===== config.mk =====
export PLATFORM = sky130hd
export DESIGN_NAME = irb_ctrl
export DESIGN_NICKNAME = d
export VERILOG_FILES = /design/src/design/irb_pkg.sv /design/src/design/irb_ctrl.sv
export SDC_FILE = /design/constraint.sdc
export NUM_CORES = 1
export LEC_CHECK = 0
export ABC_AREA = 0
export BUFFER_PORTS_ARGS = -buffer_cell sky130_fd_sc_hd__buf_2
export CORE_AREA = 8 8 45 47
export CTS_BUF_LIST = sky130_fd_sc_hd__clkbuf_8
export CTS_CLUSTER_DIAMETER = 120
export DETAILED_ROUTE_END_ITERATION = 10
export DIE_AREA = 0 0 53 55
export PLACE_DENSITY = 0.71
export SLEW_MARGIN = 20
export SYNTH_ARGS = -nofsm -noshare
export SYNTH_HDL_FRONTEND = slang
export SYNTH_SLANG_ARGS = --single-unit

===== constraint.sdc =====
create_clock -name i_clk -period 1.3 [get_ports i_clk]
set_input_delay 0.13 -clock i_clk [delete_from_list [all_inputs] [get_ports i_clk]]
set_output_delay 0.13 -clock i_clk [all_outputs]
set_load 0.01 [all_outputs]

===== src/design/irb_pkg.sv =====
package irb_pkg;

    localparam int STORE_WORDS = 1024;
    localparam int MAX_VALUES  = 16;
    localparam int ACT_W       = 3;
    localparam int IDX_W       = 16;
    localparam int CNT_W       = 5;
    localparam int VAL_W       = 32;

    typedef enum logic [ACT_W-1:0] {
        ACT_CLEAR  = 3'd0,
        ACT_BEGIN  = 3'd1,
        ACT_APPEND = 3'd2,
        ACT_REWIND = 3'd3,
        ACT_READ   = 3'd4
    } t_action;

    // controller to datapath
    typedef struct packed {
        logic clear;
        logic rewind;
        logic begin_ok;
        logic begin_drop;
        logic append;
        logic fill;
        logic req;
        logic rd_hdr0;
        logic rd_hdr1;
        logic advance;
        logic hit;
        logic miss;
        logic load;
    } t_cmd;

    // datapath to controller
    typedef struct packed {
        logic fits;
        logic pend_nz;
        logic fill_done;
        logic at_end;
        logic idx_gt;
        logic hit_pend;
        logic out_free;
        logic out_last;
    } t_stat;

endpackage


===== src/design/irb_ctrl.sv =====
module irb_ctrl (
    input  logic            i_clk,
    input  logic            i_rst_n,
    input  logic            i_in_valid,
    input  irb_pkg::t_action i_action,
    output logic            o_in_ready,
    output irb_pkg::t_cmd   o_cmd,
    input  irb_pkg::t_stat  i_stat
);
    import irb_pkg::*;

    typedef enum logic [2:0] {
        S_IDLE,
        S_FILL,
        S_SCAN,
        S_HDR0,
        S_HDR1,
        S_EMIT
    } t_state;

    t_state r_state;
    t_state n_state;
    logic   accept;

    assign o_in_ready = (r_state == S_IDLE);
    assign accept     = i_in_valid && o_in_ready;

    always_comb begin
        n_state = r_state;
        o_cmd   = '0;
        unique case (r_state)
            S_IDLE: begin
                if (accept) begin
                    unique case (i_action)
                        ACT_CLEAR:  o_cmd.clear = 1'b1;
                        ACT_BEGIN: begin
                            if (i_stat.fits) begin
                                o_cmd.begin_ok = 1'b1;
                                n_state        = S_FILL;
                            end else begin
                                o_cmd.begin_drop = 1'b1;
                            end
                        end
                        ACT_APPEND: o_cmd.append = i_stat.pend_nz;
                        ACT_REWIND: o_cmd.rewind = 1'b1;
                        ACT_READ: begin
                            o_cmd.req = 1'b1;
                            n_state   = S_SCAN;
                        end
                        default: ;
                    endcase
                end
            end
            S_FILL: begin
                o_cmd.fill = 1'b1;
                if (i_stat.fill_done) begin
                    n_state = S_IDLE;
                end
            end
            S_SCAN: begin
                if (i_stat.at_end) begin
                    o_cmd.miss = 1'b1;
                    n_state    = S_EMIT;
                end else begin
                    o_cmd.rd_hdr0 = 1'b1;
                    n_state       = S_HDR0;
                end
            end
            S_HDR0: begin
                // larger index ends the scan with the cursor on that record
                if (i_stat.idx_gt) begin
                    o_cmd.miss = 1'b1;
                    n_state    = S_EMIT;
                end else begin
                    o_cmd.rd_hdr1 = 1'b1;
                    n_state       = S_HDR1;
                end
            end
            S_HDR1: begin
                o_cmd.advance = 1'b1;
                if (i_stat.hit_pend) begin
                    o_cmd.hit = 1'b1;
                    n_state   = S_EMIT;
                end else begin
                    n_state = S_SCAN;
                end
            end
            S_EMIT: begin
                if (i_stat.out_free) begin
                    o_cmd.load = 1'b1;
                    if (i_stat.out_last) begin
                        n_state = S_IDLE;
                    end
                end
            end
            default: n_state = S_IDLE;
        endcase
    end

    always_ff @(posedge i_clk) begin
        if (!i_rst_n) begin
            r_state <= S_IDLE;
        end else begin
            r_state <= n_state;
        end
    end

endmodule


==> results.toml <==
[final_layout]
largest_reg_flops = 3
layout-drive-gt1-share = 0.6897
reg_top3 = "r_state x3"
fin_cells = 103
largest-register = "r_state"
nets = 102
fin_util = 0.5696
n_fill_cell = 129
areaGrowthSynthToFinish_pct = 115.8
antennaDiodeCount = 0

[synthesis]
synthTopCellsByCount = "nor3b_1, dfxtp_1, nand2_1"
ys_async_sr_fraction = 0
yosysUniqueCellTypes = 29
synth-edff-count = 0
synth_warnings = 0
yosysTopAreaCellShare = 0.1644
ys_seq_elements = 3
syn-num-nets = 59
avgSynthCellArea_um2 = 8.119
ys.flop_type = "dfxtp_1"
syn-cell-area_um2 = 365.4
yosysMostFrequentCell = "nor3b_1"
ys_seq_area_frac = 0.1644
synth_cells = 45
synth_largest_area_cell = "dfxtp_1"
synth_area_leaders = "dfxtp_1, nor3b_1, nor4b_2"

[clocking]
clock_path_buffers = 2
cts_inserted_buffers = 3
hold_buffers = 0
cts_tree = "done"
clk_latency_ns = 0.22
clock-sinks = 3
htree_levels = 1
clk_transition_reported_paths_ns = 0.03
cts-root-buf = "clkbuf_8"

[grt]
grt_use_total = 0.1077
overflow = 0
gr-max-usage-layer = "met2"
grt_max_degree = 12
use_met3 = 0.04278
grt_pass1_vias = 555
grt_pass1_wl_um = 2359
globalRouteMet1Util = 0.1140
grt_antenna_before_repair = 0
use_met2 = 0.1836

[setup_path]
crit_path_end_kind = "output pin"
crit_path_max_fanout = 5
cp.arrival_ns = 1.36
crit_required_ns = 1.17
cp-start-kind = "register"
crit_type = "register to output pin"
r2r_cells = 6

[routing]
avgViaCountPerCell = 5.136
drtAntennaViolNets = 0
dr.pass1.iters = 2
vias = 529
routed_wl_um = 1652
drtIter0Drc = 6
routedWlPerCell_um = 16.04
drc = 0

[floorplan]
ios = 28
core_area_mm2 = 0.001384
fp.dieH_um = 55
start_util = 0.2640
dieArea_mm2 = 0.002915
rows = 14
die_w_um = 53

[timing]
setup_slack_ns = -0.1861
finalSetupViolCount = 13
min_period_ns = 1.486
fin_hold_ws_ns = 0.1811
rsz0062_at_grt = "yes"
fin_setup_tns_ns = -1.439
finalClockSkew_ns = 0.0009880
worstMarginPinSlew_ns = 0.2634
hold_violations = 0
final.period_utilization = 1.143
finalMaxSlewViolations = 0
fmax_mhz = 672.9
relSlewSlack = 0.8240

[pwr]
ir_drop_v = 0.0005763
p_leak_nw = 0.3806
powerDensity_mw_per_mm2 = 761.4

[run_status]
violations = "negative setup slack"
status = "complete, but fails checks"

[place]
place_inst = 88
numPortBuffers = 27
hpwl_um = 1003
globalplace.congestion = 0.7961

[hold_path]
hold_depth = 2
min_path_type = "input port to register"

[job]
maxCapViolCount = 0
## layout by cell type (no fill, tap or decap), types with 2 or more instances in the layout
| cell | instances |
|---|---|
| nor2_1 | 2 |
| inv_1 | 3 |
| nor4b_2 | 3 |
| nor3b_2 | 2 |
| buf_4 | 7 |
| nor3b_1 | 3 |
| buf_6 | 6 |
| dfxtp_2 | 2 |
| clkbuf_8 | 3 |
| nand2_1 | 2 |
| buf_2 | 25 |
| nand2_2 | 2 |
| nand2b_1 | 2 |
| nor2b_1 | 2 |
## power breakdown
group / leakage (nW) / internal [mW] / switching [mW] / total (mW)
combinational: 0.328 / 0.131 / 0.0966 / 0.228
clock: 0.0269 / 0.201 / 0.0660 / 0.267
sequential: 0.0261 / 0.0980 / 0.00715 / 0.105
total: 0.381 / 0.430 / 0.170 / 0.600
## path summary, 6_finish.rpt
path / from / endpoint / slack, ns
setup / recovery: r_state[0]$_SDFFE_PN0P_ / o_cmd[2] / -0.19
hold / removal: i_rst_n / r_state[1]$_SDFFE_PN0P_ / 0.18
setup reg to reg: r_state[0]$_SDFFE_PN0P_ / r_state[0]$_SDFFE_PN0P_ / -0.02
hold reg to reg: r_state[2]$_SDFFE_PN0P_ / r_state[2]$_SDFFE_PN0P_ / 0.67
## through the flow
stage          power (mW)  setup slack (ns)  instance area (um2)
2_1_floorplan      0.1699          -0.05128                365.4
3_3_place_gp       0.2224           0.01527                521.8
3_5_place_dp       0.2257          -0.07171                521.8
4_1_cts            0.5515           -0.1562                673.1
5_1_grt            0.6373           -0.2399                788.3
6_report           0.6002           -0.1861                788.3
## critical path, stage by stage, from the launching register on
cell	delay, ns
dfxtp_4	0.35
buf_12	0.13
buf_8	0.12
nor3b_2	0.21
nand2_1	0.12
inv_1	0.09
buf_2	0.13
## final cells by class
type                       count  area, um2  area share
clock buffer                   3      41.29     0.05238
clock inverter                 1      3.754    0.004762
inverter                       2      7.507    0.009524
multi-input combinational     37      344.1      0.4365
sequential                     3      66.31     0.08413
tap                           16      20.02     0.02540
timing repair buffer          41      305.3      0.3873
## layer usage
metal  part of all wire  up-vias
li1                   -      256
met1               0.43      240
met2               0.47       27
met3              0.078        6
met4              0.020        0
met5                  0        -
## cells by family (layout without fill, tap and decap cells)
group,after synthesis,count (layout),synth area share
DFF,3,3,0.1644
buffers and inverters,5,47,0.07877
muxes,1,1,0.02740
and+or+nand+nor,29,29,0.5822
AOI/OAI and AO/OA,7,7,0.1473
## timing repair
item,in CTS,in global routing
buffers inserted,4,6
gates cloned,1,1
endpoints found under the setup margin,11,13
gates resized for setup,16,10
pin swaps,1,5
(Power assumes the default switching activity.)
